[config.mk]
export PLATFORM = sky130hd
export DESIGN_NAME = binary_to_decimal_ascii_unit
export DESIGN_NICKNAME = d
export VERILOG_FILES = /design/src/design/bda_pkg.sv /design/src/design/binary_to_decimal_ascii_unit.sv
export SDC_FILE = /design/constraint.sdc
export NUM_CORES = 1
export LEC_CHECK = 0
export BUFFER_PORTS_ARGS = -buffer_cell sky130_fd_sc_hd__buf_2
export CORE_AREA = 2 2 130 69
export CTS_CLUSTER_SIZE = 20
export DETAILED_ROUTE_END_ITERATION = 8
export DIE_AREA = 0 0 132 71
export PLACE_DENSITY = 0.79
export SLEW_MARGIN = 20
export SYNTH_ARGS = -nofsm -noshare
export SYNTH_HDL_FRONTEND = slang
export SYNTH_SLANG_ARGS = --single-unit
[constraint.sdc]
create_clock -name clk -period 2.89 [get_ports clk]
set_input_delay 0.289 -clock clk [delete_from_list [all_inputs] [get_ports clk]]
set_output_delay 0.289 -clock clk [all_outputs]
set_load 0.02 [all_outputs]
[src/design/bda_pkg.sv]
`default_nettype none

package bda_pkg;

    localparam int VALUE_W    = 32;
    localparam int NUM_DIGITS = 10;
    localparam int BCD_W      = 4 * NUM_DIGITS;
    localparam int CHAR_W     = 6;
    localparam int SHIFT_W    = $clog2(VALUE_W);
    localparam int DCNT_W     = $clog2(NUM_DIGITS + 1);

    localparam logic [CHAR_W-1:0]  ASCII_ZERO   = 6'd48;
    localparam logic [SHIFT_W-1:0] LAST_SHIFT   = SHIFT_W'(VALUE_W - 1);
    localparam logic [DCNT_W-1:0]  FULL_DIGITS  = DCNT_W'(NUM_DIGITS);
    localparam logic [DCNT_W-1:0]  ONE_DIGIT    = DCNT_W'(1);
    localparam logic [3:0]         ADJ_LIMIT    = 4'd5;
    localparam logic [3:0]         ADJ_ADD      = 4'd3;

    typedef enum logic [1:0] {
        ST_IDLE,
        ST_CONVERT,
        ST_SKIP,
        ST_EMIT
    } bda_state_t;

endpackage

`default_nettype wire

[src/design/binary_to_decimal_ascii_unit.sv]
// binary to decimal ascii converter
//
// slave channel s_*: one word carries a 32-bit unsigned value in s_tdata.
// master channel m_*: one word per decimal digit, most significant first,
// leading zeros dropped; m_tdata[5:0] is the ascii code, m_tlast marks the
// final digit. zero gives the single character '0' with m_tlast set.
//
// timing: after a value is taken, a shift-and-add-3 sequencer runs one bit
// per cycle through every bit of the value, then checks the top digit and
// drops each leading zero (up to 9), then presents one digit per cycle while
// m_tready is high. dropped zeros plus digits always make ten, and the next
// input word is taken only after the final digit has been taken.
//
// one item is worked on at a time: s_tready is high only while the unit is
// idle. when the receiver stalls, the current digit and m_tlast hold until
// taken.
// reset returns the sequencer to idle with no output pending.
`default_nettype none

module binary_to_decimal_ascii_unit
    import bda_pkg::*;
(
    input  wire logic        clk,
    input  wire logic        rst_n,
    input  wire logic        s_tvalid,
    output logic             s_tready,
    input  wire logic [31:0] s_tdata,   // value[31:0]
    output logic             m_tvalid,
    input  wire logic        m_tready,
    output logic [7:0]       m_tdata,   // digit_char[5:0], zero pad[7:6]
    output logic             m_tlast
);

    bda_state_t           state_reg, state_next;
    logic [VALUE_W-1:0]   bin_reg, bin_next;
    logic [BCD_W-1:0]     bcd_reg, bcd_next;
    logic [SHIFT_W-1:0]   shift_reg, shift_next;
    logic [DCNT_W-1:0]    dcnt_reg, dcnt_next;

    logic [BCD_W-1:0]     bcd_adj;
    logic [3:0]           top_digit;

    assign top_digit = bcd_reg[BCD_W-1 -: 4];

    // add 3 to every digit of 5 or more before the shift
    always_comb
    begin
        for (int i = 0; i < NUM_DIGITS; i++)
        begin
            if (bcd_reg[4*i +: 4] >= ADJ_LIMIT)
                bcd_adj[4*i +: 4] = bcd_reg[4*i +: 4] + ADJ_ADD;
            else
                bcd_adj[4*i +: 4] = bcd_reg[4*i +: 4];
        end
    end

    always_ff @(posedge clk or negedge rst_n)
    begin
        if (!rst_n)
        begin
            state_reg <= ST_IDLE;
            shift_reg <= '0;
            dcnt_reg  <= '0;
        end
        else
        begin
            state_reg <= state_next;
            shift_reg <= shift_next;
            dcnt_reg  <= dcnt_next;
        end
    end

    always_ff @(posedge clk)
    begin
        bin_reg <= bin_next;
        bcd_reg <= bcd_next;
    end

    always_comb
    begin
        state_next = state_reg;
        bin_next   = bin_reg;
        bcd_next   = bcd_reg;
        shift_next = shift_reg;
        dcnt_next  = dcnt_reg;
        s_tready   = 1'b0;
        m_tvalid   = 1'b0;
        m_tlast    = 1'b0;
        m_tdata    = {2'b00, ASCII_ZERO + {2'b00, top_digit}};

        case (state_reg)
            ST_IDLE:
            begin
                s_tready = 1'b1;
                if (s_tvalid)
                begin
                    bin_next   = s_tdata;
                    bcd_next   = '0;
                    shift_next = '0;
                    state_next = ST_CONVERT;
                end
            end
            ST_CONVERT:
            begin
                {bcd_next, bin_next} = {bcd_adj[BCD_W-2:0], bin_reg, 1'b0};
                shift_next = shift_reg + 1'b1;
                if (shift_reg == LAST_SHIFT)
                begin
                    dcnt_next  = FULL_DIGITS;
                    state_next = ST_SKIP;
                end
            end
            ST_SKIP:
            begin
                if (top_digit == 4'd0 && dcnt_reg != ONE_DIGIT)
                begin
                    bcd_next  = {bcd_reg[BCD_W-5:0], 4'd0};
                    dcnt_next = dcnt_reg - 1'b1;
                end
                else
                begin
                    state_next = ST_EMIT;
                end
            end
            ST_EMIT:
            begin
                m_tvalid = 1'b1;
                m_tlast  = (dcnt_reg == ONE_DIGIT);
                if (m_tready)
                begin
                    bcd_next  = {bcd_reg[BCD_W-5:0], 4'd0};
                    dcnt_next = dcnt_reg - 1'b1;
                    if (dcnt_reg == ONE_DIGIT)
                        state_next = ST_IDLE;
                end
            end
            default:
            begin
                state_next = ST_IDLE;
            end
        endcase
    end

    a_digit_range: assert property (@(posedge clk) disable iff (!rst_n)
        m_tvalid |-> top_digit <= 4'd9)
        else $error("digit out of decimal range");

    a_one_side: assert property (@(posedge clk) disable iff (!rst_n)
        !(s_tready && m_tvalid))
        else $error("input taken while a digit is pending");

    a_count_live: assert property (@(posedge clk) disable iff (!rst_n)
        m_tvalid |-> dcnt_reg != '0 && dcnt_reg <= FULL_DIGITS)
        else $error("digit count out of range while emitting");

    a_last_ends: assert property (@(posedge clk) disable iff (!rst_n)
        m_tvalid && m_tready && m_tlast |=> s_tready)
        else $error("unit not idle after final digit");

endmodule

`default_nettype wire
==> results of run 1 <==
kinds of logic after synthesis:
family / synth area share [%]
compound gates: 12.0
xor+xnor: 1.84
fa+ha+maj: 7.62
buf+inv: 4.99
flops: 51.2
mux: 9.77
other cells: 0.158
simple gates: 12.4
cells in the final DEF, fill, tap and decap left out, types with 2 or more instances in the layout:
cell       count
clkbuf_16      9
a211oi_1       5
nor3b_1       17
dfrtp_1       11
buf_2         42
mux2_2        39
xnor2_1       10
a21oi_1       28
nand4_1        2
ha_1          28
clkinv_2       3
nand2b_1      13
o21ai_1       28
and3_1         3
nor2b_1        3
a32o_1         2
nand2_1       43
conb_1         4
buf_4          4
clkbuf_1       3
o21ai_0       16
a22oi_1        2
a21o_1         6
edfxtp_1      72
a311oi_1       4
inv_1         28
o311ai_1       2
nand3b_1       7
nor2_1         8
worst reg2reg max path: stages, from the launching register on:
cell and delay (ps):
dfrtp_1 380, inv_1 90, ha_1 320, nand2b_1 350
o21ai_1 230, inv_1 100, buf_4 380
power by group:
group	total (mW)	switching, mW	internal, mW	leakage [nW]
clock	1.04	0.441	0.602	0.133
combinational	3.01	1.75	1.26	1.11
sequential	2.72	0.461	2.26	0.868
total	6.77	2.65	4.12	2.11
worst min path at each step:
stage,from,endpoint,slack [ps],depth (start not counted)
2_1_floorplan,rst_n,dcnt_reg[0]$_DFFE_PN0P_,-7,0
3_3_place_gp,rst_n,dcnt_reg[2]$_DFFE_PN0P_,170,1
3_5_place_dp,rst_n,dcnt_reg[2]$_DFFE_PN0P_,170,1
4_1_cts,s_tdata[25],bin_reg[25]$_DFFE_PP_,240,2
5_1_grt,s_tdata[25],bin_reg[25]$_DFFE_PP_,240,2
6_report,s_tdata[0],bin_reg[0]$_SDFFCE_PP0P_,250,2
timing repair:
action / in CTS / in global routing
hold endpoints to repair: 11 / 0
hold buffers: 1 / 0
setup buffers: 0 / 0
synth_stat cells (2+ instances only):
cell	n
edfxtp_1	72
nand2_1	43
mux2_2	39
ha_1	29
a21oi_1	28
inv_1	28
o21ai_1	28
nor3b_1	17
o21ai_0	16
nand2b_1	13
dfrtp_1	11
buf_2	10
xnor2_1	10
buf_4	9
nor2_1	8
nand3b_1	7
a21o_1	6
a211oi_1	5
a311oi_1	4
and3_1	4
nor2b_1	3
a22oi_1	2
a32o_1	2
clkbuf_1	2
conb_1	2
nand4_1	2
o311ai_1	2
final cells by class:
cell class	count	area [sq um]
Fill cell	660	2990
Tap cell	117	146
Clock buffer	13	250
Multi-Input combinational cell	288	2100
Timing Repair Buffer	48	270
Clock inverter	3	15.0
Sequential cell	83	2440
Inverter	29	109
metrics by stage:
stage	area, sq um	power (mW)	worst slack, ps	instances
after floorplan	4770	4.97	236	422
after global placement	5050	5.54	846	564
after detailed placement	5050	5.72	750	564
after CTS	5330	6.78	716	581
after global routing	5330	7.27	570	581
final	5330	6.77	672	581
layer usage:
layer | share of wire (%) | vias to the layer above | track usage [%]
met5 | 0 | - | 0
met1 | 50 | 1571 | 29.8
met3 | 5.0 | 9 | 4.30
met2 | 43 | 89 | 29.8
li1 | - | 1593 | -
met4 | 1.1 | 0 | 6.64
==> metrics.csv, run 1 <==
stage,metric,value,unit
detailed_routing,drtIter0Drc,300,
critical_path,worstSetupEndpoint,bin_reg[3]$_DFFE_PP_,
timing,finClkSkew,7.12,ps
critical_path,cpPeakStageDelay,380,ps
cells_and_area,area_growth,11.8,%
synthesis,synth_edf_count,72,
grt,grt_overflow_total,0,
timing,max_clock_freq,451,MHz
cells_and_area,layout-drive-gt1-share,23.7,%
pwr,peakVddDrop,0.547,mV
critical_path,r2r-start,state_reg[0]$_DFFE_PN0P_,
critical_path,crit_fanout,32,
synthesis,yosysTopAreaCell,edfxtp_1,
detailed_routing,wl_per_cell,15.6,um
floorplan,start_util,57.3,%
timing,fin_setup_tns,0,ps
placed_design,numPortBuffers,42,
clock_network,cts_htree_levels,3,
run_status,status,finished clean,
clock_network,insertion_delay,340,ps
detailed_routing,avgViaCountPerCell,5.61,
critical_path,crit_slowest_cell,dfrtp_1,
clock_network,root_buffer,clkbuf_16,
detailed_routing,routed_wl,9.07,mm
pwr,power.leakage,2.11,nW
floorplan,rows,24,
cells_and_area,num_antenna_cells,0,
grt,antenna_found_initial,0,
synthesis,yosys_register_bits,83,
floorplan,ioPinCount,47,
critical_path,worstSetupPathType,reg -> reg,
cells_and_area,largest_register_ffs,40,
timing,rsz0062_at_grt,false,
critical_path,cp_num_cells,6,
cells_and_area,fin_util,64.0,%
placed_design,routabilityCongestion,0.847,
critical_path,critPathMostFrequentCell,inv_1,
critical_path,regToRegSetupSlack,670,ps
synthesis,async_flop_share,13.3,%
grt,grt_pass1_vias,3046,
synthesis,synth_cell_types,45,
synthesis,ys_seq_area_share,51.2,%
critical_path,startpoint,state_reg[0]$_DFFE_PN0P_,
synthesis,synth_flop_cell,edfxtp_1,
run,drv_cap,0,
synthesis,synth_area_per_cell,11.3,sq um
grt,grt_pass1_wl,14.8,mm
clock_network,clk_path_buf_depth,2,
synthesis,syn_area,4760,sq um
timing,timing.hold.ws,248,ps
critical_path,rr_worst_depth,6,
cells_and_area,finalNetCount,524,
floorplan,dieArea,9370,sq um
timing,hold_viol,0,
synthesis,netlist_top_cells_area,"edfxtp_1 (45%), mux2_2 (9.2%), ha_1 (7.6%)",
critical_path,cp.arrival,2210,ps
detailed_routing,firstDrtPassIters,5,
critical_path,crit_family,buffers and inverters,
min_path,hold_path_class,in -> reg,
clock_network,clkTransAtPathRegs,60,ps
timing,fin_crit,2220,ps
critical_path,crit_required,2880,ps
critical_path,worst-path-buf-inv,3,
clock_network,cts_resized,0,
clock_network,cts.sinks,83,
placed_design,post-dp-hpwl,6.29,mm
detailed_routing,route.vias.total,3262,
grt,grt_max_degree,41,
timing,report.final.slew_viol_count,0,
clock_network,cts_tree,done,
floorplan,coreArea,8320,sq um
grt,grt.total_usage,20.1,%
pwr,p_per_area,1270,nW/um^2
synthesis,synth_cells,420,
timing,setup_viol,0,
clock_network,cts_buffers,9,
floorplan,die_height,71,um
detailed_routing,ant_nets,0,
critical_path,rr_endpoint,bin_reg[3]$_DFFE_PP_,
floorplan,die_x,132,um
synthesis,yosys_warnings,0,
critical_path,cp-end-kind,flip-flop,
critical_path,startpoint_type,flip-flop,
critical_path,cp_cell_sequence,inv_1 -> ha_1 -> nand2b_1 -> o21ai_1 -> inv_1 -> buf_4,
detailed_routing,drc,0,
timing,fin_crit_sh,76.7,%
synthesis,synth_top_area_share,45.4,%
No activity file was read; power rests on OpenSTA's default activity.
==> run 2, diff against run 1 <==
Settings changed: CORE_AREA 2 2 130 69 to 2 2 136 72, DIE_AREA 0 0 132 71 to 0 0 138 74, PLACE_DENSITY 0.79 to 0.76.
Clock period 2.89 ns to 1.9 ns, I/O delays scaled along.
==> run 2 against run 1 <==
The flow now finishes with violations (negative setup slack). Global-route usage barely moved. Setup slack got worse by 710 ps. Non-clock buffer count rose by 14. Clock-buffer cell count fell by 4. Critical endpoint is now bcd_reg[23]$_DFFE_PP_.
==> metrics.csv, run 2 (synthesized netlist as in run 1, its figures left out) <==
stage,metric,value,unit,change
run_status,status,finished with violations,,was finished clean
run_status,violations,negative setup slack,,
cells_and_area,area_growth,18.4,%,was 11.8%
grt,grt_overflow_total,0,,unchanged
cells_and_area,num_antenna_cells,0,,unchanged
critical_path,crit_required,1960,ps,was 2880 ps
timing,fin_crit_sh,102,%,was 76.7%
detailed_routing,route.vias.total,3303,,"was 3,262"
pwr,peakVddDrop,0.879,mV,was 0.547 mV
detailed_routing,wl_per_cell,16.0,um,was 15.6 um
critical_path,crit_fanout,13,,was 32
cells_and_area,seqCellArea,2440,sq um,unchanged
detailed_routing,firstDrtPassIters,4,,was 5
placed_design,numPortBuffers,42,,unchanged
placed_design,dp.cells,579,,was 564
cells_and_area,finalNetCount,538,,was 524
critical_path,rr_endpoint,bcd_reg[23]$_DFFE_PP_,,was bin_reg[3]$_DFFE_PP_
pwr,p_per_area,2000,nW/um^2,was 1270 nW/um^2
timing,setup_viol,40,,was 0
clock_network,root_buffer,clkbuf_16,,unchanged
detailed_routing,drc,0,,unchanged
floorplan,start_util,52.5,%,was 57.3%
timing,report.final.slew_viol_count,0,,unchanged
run,drv_cap,0,,unchanged
grt,grt.total_usage,20.2,%,was 20.1%
timing,max_clock_freq,517,MHz,was 451 MHz
timing,hold_viol,0,,unchanged
timing,finClkSkew,8.35,ps,was 7.12 ps
critical_path,cp-end-kind,flip-flop,,unchanged
timing,fin_setup_tns,-1020,ps,was 0 ps
floorplan,dieArea,10200,sq um,was 9370 sq um
critical_path,worstSetupPathType,reg -> reg,,unchanged
clock_network,clk_path_buf_depth,2,,unchanged
detailed_routing,ant_nets,0,,unchanged
pwr,power.share.sequential,36.3,%,was 40.2%
floorplan,coreArea,9070,sq um,was 8320 sq um
pwr,p_sw,4.43,mW,was 2.65 mW
critical_path,cp.arrival,1990,ps,was 2210 ps
min_path,hold_path_class,in -> reg,,unchanged
grt,grt_max_degree,40,,was 41
detailed_routing,avgViaCountPerCell,5.51,,was 5.61
clock_network,clkTransAtPathRegs,70,ps,was 60 ps
floorplan,die_x,138,um,was 132 um
clock_network,insertion_delay,350,ps,was 340 ps
cells_and_area,final_common_cell,edfxtp_1,,unchanged
cells_and_area,fin_area,5640,sq um,was 5330 sq um
critical_path,r2r-start,bcd_reg[37]$_DFFE_PP_,,was state_reg[0]$_DFFE_PN0P_
cells_and_area,layout-drive-gt1-share,29.9,%,was 23.7%
clock_network,cts_tree,done,,unchanged
cells_and_area,final_cells,599,,was 581
floorplan,rows,25,,was 24
pwr,total_power,11.3,mW,was 6.77 mW
floorplan,ioPinCount,47,,unchanged
cells_and_area,layout_common_cells,"edfxtp_1 (72), nand2_1 (43), buf_2 (41), mux2_2 (39)",,"was edfxtp_1 (72), nand2_1 (43), buf_2 (42), mux2_2 (39)"
timing,layout_setup_ws,-35.5,ps,was 672 ps
cells_and_area,multiInputGateArea,2170,sq um,was 2100 sq um
pwr,p_clk_share,15.5,%,was 15.4%
placed_design,pre_cts_ws,-31.0,ps,was 750 ps
critical_path,worstSetupEndpoint,bcd_reg[23]$_DFFE_PP_,,was bin_reg[3]$_DFFE_PP_
clock_network,cts_htree_levels,3,,unchanged
floorplan,die_height,74,um,was 71 um
clock_network,cts_buffers,9,,unchanged
timing,fin_crit,1940,ps,was 2220 ps
cells_and_area,fillers,699,,was 660
pwr,power.leakage,2.21,nW,was 2.11 nW
grt,antenna_found_initial,0,,unchanged
timing,rsz0062_at_grt,true,,was false
grt,grt_pass1_vias,3210,,"was 3,046"
critical_path,startpoint,bcd_reg[37]$_DFFE_PP_,,was state_reg[0]$_DFFE_PN0P_
pwr,p_sw_share,39.4,%,was 39.1%
detailed_routing,drtIter0Drc,221,,was 300
placed_design,routabilityCongestion,0.856,,was 0.847
critical_path,regToRegSetupSlack,-40,ps,was 670 ps
pwr,intPower,6.83,mW,was 4.12 mW
placed_design,detailed_place.area,5240,sq um,was 5050 sq um
detailed_routing,routed_wl,9.56,mm,was 9.07 mm
timing,timing.hold.ws,126,ps,was 248 ps
critical_path,startpoint_type,flip-flop,,unchanged
placed_design,post-dp-hpwl,6.60,mm,was 6.29 mm
pwr,combinationalPowerShare,48.2,%,was 44.4%
clock_network,cts.sinks,83,,unchanged
cells_and_area,fin_util,62.2,%,was 64.0%
grt,grt_pass1_wl,16.0,mm,was 14.8 mm
cells_and_area,largest_register_ffs,40,,unchanged
critical_path,rr_worst_depth,6,,unchanged
-- run 2: worst max-delay path, stage by stage (launching register included) --
cell,delay [ps]
edfxtp_1,400
inv_2,100
ha_4,130
or3b_4,390
o21ai_4,150
and3_4,300
buf_16,170
-- run 2: what timing repair did --
item                                    4_1_cts  5_1_grt
gates cloned                                  1        0
hold buffers                                  1        0
pin swaps                                     0        1
endpoints found under the setup margin       42       43
buffers inserted                              1        1
endpoints found under the hold margin        11        0
gates resized for setup                       7        7
-- run 2: layer usage --
layer / global-route usage, % / part of all wire (%) / up-vias
met3: 5.22 / 4.1 / 11
met2: 31.0 / 46 / 72
li1: - / - / 1625
met1: 28.1 / 49 / 1595
met4: 7.94 / 1.3 / 0
met5: 0 / 0 / -
-- run 2: area by class of cell --
class                      instances  share of cell area [%]
inverter                          29                    2.00
tap                              121                    2.68
multi-input combinational        288                    38.5
clock inverter                     7                    1.40
timing repair buffer              62                    8.23
sequential                        83                    43.2
clock buffer                       9                    3.99
-- run 2: how the worst min path moves through the flow --
stage / start / endpoint / slack (ps) / depth (start not counted)
after detailed placement: rst_n / shift_reg[3]$_DFFE_PN0P_ / 80 / 1
after global placement: rst_n / shift_reg[2]$_DFFE_PN0P_ / 80 / 1
after floorplan: rst_n / dcnt_reg[0]$_DFFE_PN0P_ / -110 / 0
after global routing: s_tdata[2] / bin_reg[2]$_DFFE_PP_ / 130 / 2
after CTS: s_tdata[0] / bin_reg[0]$_SDFFCE_PP0P_ / 110 / 2
final: s_tdata[0] / bin_reg[0]$_SDFFCE_PP0P_ / 130 / 2
-- run 2: power groups by stage --
| stage | logic [mW] | registers, mW | clock network (mW) |
|---|---|---|---|
| after floorplan | 3.76 | 3.91 | 0 |
| after global placement | 4.84 | 4.05 | 0 |
| after detailed placement | 5.14 | 4.09 | 0 |
| after CTS | 5.40 | 4.08 | 1.79 |
| after global routing | 6.02 | 4.23 | 1.85 |
| final | 5.43 | 4.09 | 1.74 |
